**config.mk**
```make
export PLATFORM = sky130hd
export DESIGN_NAME = gbd_row_chain
export DESIGN_NICKNAME = d
export VERILOG_FILES = /design/src/gbd_pkg.sv /design/src/gbd_cell.sv /design/src/gbd_row_chain.sv
export SDC_FILE = /design/constraint.sdc
export NUM_CORES = 1
export LEC_CHECK = 0
export BUFFER_PORTS_ARGS = -buffer_cell sky130_fd_sc_hd__clkbuf_2
export CAP_MARGIN = 20
export CORE_MARGIN = 3
export CORE_UTILIZATION = 60
export DETAILED_ROUTE_END_ITERATION = 6
export MAX_ROUTING_LAYER = met4
export PLACE_DENSITY = 0.9
export SETUP_SLACK_MARGIN = 0.1
export SYNTH_ARGS = -nofsm -noshare
export SYNTH_HDL_FRONTEND = slang
export SYNTH_SLANG_ARGS = --single-unit
```
**constraint.sdc**
```tcl
create_clock -name i_clk -period 2.1 [get_ports i_clk]
set_input_delay 0.21 -clock i_clk [delete_from_list [all_inputs] [get_ports i_clk]]
set_output_delay 0.21 -clock i_clk [all_outputs]
set_load 0.02 [all_outputs]
```
**src/gbd_pkg.sv**
```systemverilog
// Shared types, constants and the scale/round/saturate function for the
// grid backward-difference gradient/divergence block. No dependencies.
package gbd_pkg;

    localparam int DATA_W = 16;                 // Q4.12 input field
    localparam int RES_W  = 24;                 // saturated result field
    localparam int DIFF_W = 19;                 // sum of three 17-bit differences
    localparam int KINV_W = DATA_W + 1;         // reciprocal as a signed operand
    localparam int PROD_W = DIFF_W + KINV_W;    // exact product width
    localparam int RSH_W  = PROD_W - 11;        // product after the rounding shift
    localparam int FRAC_W = 12;
    localparam int CNT_W  = 9;                  // holds any axis count up to 256
    localparam int CFG_W  = 16;

    localparam logic [CFG_W-1:0] INV_RESET   = 16'd2048;
    localparam logic [4:0]       COUNT_RESET = 5'd3;

    typedef enum logic [1:0] {
        CFG_INV_LEN = 2'd0,
        CFG_X_COUNT = 2'd1,
        CFG_Y_COUNT = 2'd2,
        CFG_Z_COUNT = 2'd3
    } t_cfg_idx;

    // packed grid word: density in the low half-word, vel_z on top
    typedef struct packed {
        logic [DATA_W-1:0] vel_z;
        logic [DATA_W-1:0] vel_y;
        logic [DATA_W-1:0] vel_x;
        logic [DATA_W-1:0] density;
    } t_cell;

    typedef struct packed {
        logic [RES_W-1:0] value;
        logic             sat;
    } t_scaled;

    localparam logic signed [PROD_W:0]  ROUND_K = (PROD_W+1)'(1 << (FRAC_W - 1));
    localparam logic signed [RSH_W-1:0] SAT_HI  = RSH_W'((1 << (RES_W - 1)) - 1);
    localparam logic signed [RSH_W-1:0] SAT_LO  = RSH_W'(-(1 << (RES_W - 1)));

    // difference of two Q4.12 fields, widened so three of them add exactly
    function automatic logic signed [DIFF_W-1:0] field_diff(
        input logic [DATA_W-1:0] a,
        input logic [DATA_W-1:0] b
    );
        return DIFF_W'($signed(a)) - DIFF_W'($signed(b));
    endfunction

    // Q12.24 product -> Q12.12, round half up, clip to 24 bits
    function automatic t_scaled scale_sat(input logic signed [PROD_W-1:0] p);
        logic signed [PROD_W:0]  biased;
        logic signed [RSH_W-1:0] r;
        t_scaled                 s;
        biased = (PROD_W+1)'(p) + ROUND_K;
        r      = biased[PROD_W:FRAC_W];
        if (r > SAT_HI) begin
            s.value = SAT_HI[RES_W-1:0];
            s.sat   = 1'b1;
        end else if (r < SAT_LO) begin
            s.value = SAT_LO[RES_W-1:0];
            s.sat   = 1'b1;
        end else begin
            s.value = r[RES_W-1:0];
            s.sat   = 1'b0;
        end
        return s;
    endfunction

endpackage

```
**src/gbd_cell.sv**
```systemverilog
// One stage of the row delay chain: holds one grid word and passes it on.
// Depends on gbd_pkg for the word type.
module gbd_cell
    import gbd_pkg::*;
(
    input  logic  i_clk,
    input  logic  i_shift,
    input  t_cell i_d,
    output t_cell o_q
);

    t_cell r_q;

    always_ff @(posedge i_clk) begin
        if (i_shift) begin
            r_q <= i_d;
        end
    end

    assign o_q = r_q;

endmodule

```
**src/gbd_row_chain.sv**
```systemverilog
// Row delay chain built from gbd_cell stages; gives the previous word and
// the word one row back. Depends on gbd_pkg and gbd_cell.
module gbd_row_chain
    import gbd_pkg::*;
#(
    parameter int DEPTH = 16,
    parameter int TAP_W = (DEPTH > 1) ? $clog2(DEPTH) : 1
) (
    input  logic             i_clk,
    input  logic             i_shift,
    input  t_cell            i_d,
    input  logic [TAP_W-1:0] i_tap,
    output t_cell            o_first,
    output t_cell            o_tap
);

    t_cell w_q [DEPTH];

    for (genvar g = 0; g < DEPTH; g++) begin : g_stage
        if (g == 0) begin : g_head
            gbd_cell u_cell (
                .i_clk   (i_clk),
                .i_shift (i_shift),
                .i_d     (i_d),
                .o_q     (w_q[g])
            );
        end else begin : g_body
            gbd_cell u_cell (
                .i_clk   (i_clk),
                .i_shift (i_shift),
                .i_d     (w_q[g-1]),
                .o_q     (w_q[g])
            );
        end
    end

    assign o_first = w_q[0];
    assign o_tap   = w_q[i_tap];

endmodule

```
==> impl_metrics.env <==
export IMPL_status="complete, but fails checks"
export IMPL_violations="setup timing"
export IMPL_worstPathRequired_ps=1890
export IMPL_maxSlewHeadroom=0.603
export IMPL_h_tree_depth=3
export IMPL_routed_wl_um=86300
export IMPL_synth_area_leader_cell="edfxtp_1"
export IMPL_area_delta_synth_final_pct=21.2
export IMPL_cts_tree="built"
export IMPL_rsz0062_at_grt="true"
export IMPL_ir_worst_vdd_v=0.000914
export IMPL_vias=19000
export IMPL_clk_latency_ps=650
export IMPL_whs_ps=258
export IMPL_finalHoldViolations=0
export IMPL_layout_min_cycle_time_ps=2380
export IMPL_sequentialPowerShare=0.532
export IMPL_finalSetupViolCount=64
export IMPL_grt_start_max_net_pins=110
export IMPL_postRouteAntennaNets=0
export IMPL_drc=0
export IMPL_skew_ps=21.0
export IMPL_yosys_top_cells_count="edfxtp_1, mux4_2, a22oi_1"
export IMPL_async_flop_share=0
export IMPL_switching_share=0.227
export IMPL_die_w_um=258
export IMPL_vias_per_cell=6.48
export IMPL_grt_use_total=0.269
export IMPL_yosysMostFrequentCell="edfxtp_1"
export IMPL_syn_inst=1560
export IMPL_port_buffers=197
export IMPL_dieHeight_um=258
export IMPL_hp_start="i_d[19]"
export IMPL_clock_sinks=1024
export IMPL_yosys_top_cells_area="edfxtp_1, mux4_2, a22oi_1"
export IMPL_cts_root_buf="clkbuf_16"
export IMPL_dr_first_iter_drc_count=2442
export IMPL_drv_slew=0
export IMPL_reg2reg_slack_ps=900
export IMPL_fill_cells=3176
export IMPL_end_kind="output port"
export IMPL_leakagePower_nw=16.0
export IMPL_dr_pass1_iters=5
export IMPL_drv_cap=0
export IMPL_yosys_warnings=0
export IMPL_synth_area_um2=38200
export IMPL_power_clock_fraction=0.386
export IMPL_start_util=0.612
export IMPL_antenna_found_initial=1
export IMPL_r2r_end="g_stage[1].g_body.u_cell.o_q[63]"
export IMPL_fin_ws_ps=-283
export IMPL_grt_overflow=0
export IMPL_power_mw=46.3
export IMPL_pwr_share_comb=0.082
export IMPL_ys_types=12
export IMPL_place_congestion=0.768
export IMPL_hold_path_depth=2
export IMPL_hpwl_um=43300
export IMPL_p_int_mw=35.8
export IMPL_tns_ps=-11400
export IMPL_path_clk_slew_ps=70
export IMPL_drive_gt1_frac=0.415
export IMPL_synth_edf_count=1024
export IMPL_cp_arrival_ps=2170
export IMPL_path_class="register to output port"
export IMPL_clockBufferDepth=3
export IMPL_post_route_period_util=1.13
export IMPL_rows=91
export IMPL_wl_per_cell_um=29.4
export IMPL_core_um2=62400
export IMPL_synth_ff_type="edfxtp_1"
export IMPL_synth_seq_area_share=0.805
export IMPL_grt_pass1_wl_um=130000
export IMPL_power_density_nw_per_um2=1000
export IMPL_cts_buffers=99
export IMPL_switching_power_mw=10.5
export IMPL_r2r_start="g_stage[0].g_head.u_cell.o_q[63]"
export IMPL_worst_pin_slew_ps=595
export IMPL_ys_ff_latch=1024
export IMPL_rr_worst_depth=3
export IMPL_path_max_fanout=2
export IMPL_num_io_pins=198
export IMPL_worstHoldEndpoint="g_stage[0].g_head.u_cell.o_q[19]"
export IMPL_final_nets=2093
export IMPL_syn_area_per_cell_um2=24.5
export IMPL_hold_path_class="input port to register"
export IMPL_start_kind="register"
export IMPL_syn_num_nets=1630
export IMPL_synth_top_area_frac=0.805
export IMPL_fmax_mhz=420
export IMPL_die_area_um2=66700
export IMPL_first_global_vias=20000
==> cell usage in the layout (no fill, tap or decap) <==
cell type and count:
a22oi_1 61, a22oi_2 67, and2_4 1, buf_12 41
buf_2 7, buf_4 143, buf_6 19, buf_8 10
bufinv_16 11, clkbuf_1 17, clkbuf_16 99, clkbuf_2 144
clkbuf_4 3, clkbuf_8 14, clkinv_1 13, clkinv_16 1
clkinv_2 22, clkinv_4 1, clkinv_8 3, clkinvlp_4 8
diode_2 1, dlygate4sd3_1 65, edfxtp_1 1024, inv_16 1
inv_6 3, inv_8 1, mux4_2 256, nand2_1 50
nand2_2 14, nor2_4 1, nor2b_4 2
==> routing by layer <==
| metal | track usage | vias to the layer above | share of wire |
|---|---|---|---|
| met2 | 0.443 | 1052 | 0.54 |
| met3 | 0.0456 | 219 | 0.072 |
| met4 | 0.0990 | 0 | 0.035 |
| li1 | - | 7720 | - |
| met1 | 0.346 | 10100 | 0.36 |
| met5 | - | - | 0 |
==> kinds of logic (layout without fill, tap and decap cells) <==
logic type	count (synthesis)	in the layout	synth area share
AO/OA/AOI/OAI	128	128	0.0252
buffers and inverters	84	626	0.0119
flip-flops	1024	1024	0.805
multiplexers	256	256	0.151
other	0	1	0
AND/OR/NAND/NOR	68	68	0.00688
==> critical path, cell delays in order, from the launching register on <==
cell	delay, ps
edfxtp_1	470
mux4_2	570
a22oi_2	190
nand2_1	110
buf_6	160
==> power by group through the flow <==
| stage | clock, mW | combinational, mW | sequential [mW] |
|---|---|---|---|
| global route | 18.9 | 3.97 | 24.8 |
| CTS | 18.0 | 3.54 | 24.6 |
| finish | 17.9 | 3.78 | 24.7 |
| floorplan | 0 | 1.64 | 24.8 |
| detailed placement | 0 | 3.08 | 25.0 |
| global placement | 0 | 2.97 | 24.8 |
==> worst max path at each step <==
| stage | startpoint | endpoint | slack (ps) | depth (start not counted) |
|---|---|---|---|---|
| after floorplan | i_tap[0] | o_tap[10] | 330 | 6 |
| after global placement | i_tap[0] | o_tap[3] | 7 | 7 |
| after detailed placement | i_tap[0] | o_tap[23] | -40 | 7 |
| after CTS | g_stage[10].g_body.u_cell.o_q[16] | o_tap[16] | -270 | 4 |
| after global routing | g_stage[11].g_body.u_cell.o_q[4] | o_tap[4] | -340 | 4 |
| final | g_stage[1].g_body.u_cell.o_q[21] | o_tap[21] | -280 | 4 |
==> cell type report <==
| type | count | area [µm²] | share of cell area |
|---|---|---|---|
| Antenna cell | 1 | 2.50 | 0.0000540 |
| Clock buffer | 116 | 2540 | 0.0549 |
| Clock inverter | 64 | 694 | 0.0150 |
| Multi-Input combinational cell | 452 | 7380 | 0.159 |
| Sequential cell | 1024 | 30700 | 0.664 |
| Tap cell | 837 | 1050 | 0.0226 |
| Timing Repair Buffer | 446 | 3880 | 0.0838 |
==> stage by stage <==
| stage | setup WS (ps) | std cells | instance area (µm²) | utilization |
|---|---|---|---|---|
| 6_report | -283 | 2940 | 46300 | 0.742 |
| 5_1_grt | -339 | 2940 | 46300 | 0.742 |
| 4_1_cts | -267 | 2903 | 45700 | 0.733 |
| 3_5_place_dp | -40.9 | 2602 | 41000 | 0.658 |
| 3_3_place_gp | 6.77 | 2602 | 41000 | 0.658 |
| 2_1_floorplan | 325 | 1560 | 38200 | - |
==> what timing repair did <==
action | 4_1_cts | 5_1_grt
endpoints found under the hold margin | 76 | 0
setup buffers | 56 | 36
hold buffers | 65 | 0
setup endpoints to repair | 64 | 64
gates resized for setup | 87 | 110
pin swaps | 50 | 51
==> sequential cells by signal, summed over array words and instances (netlist names) <==
register	count
g_stage.g_body.u_cell.o_q	960
g_stage.g_head.u_cell.o_q	64
Power figures use the tool's default switching activity.
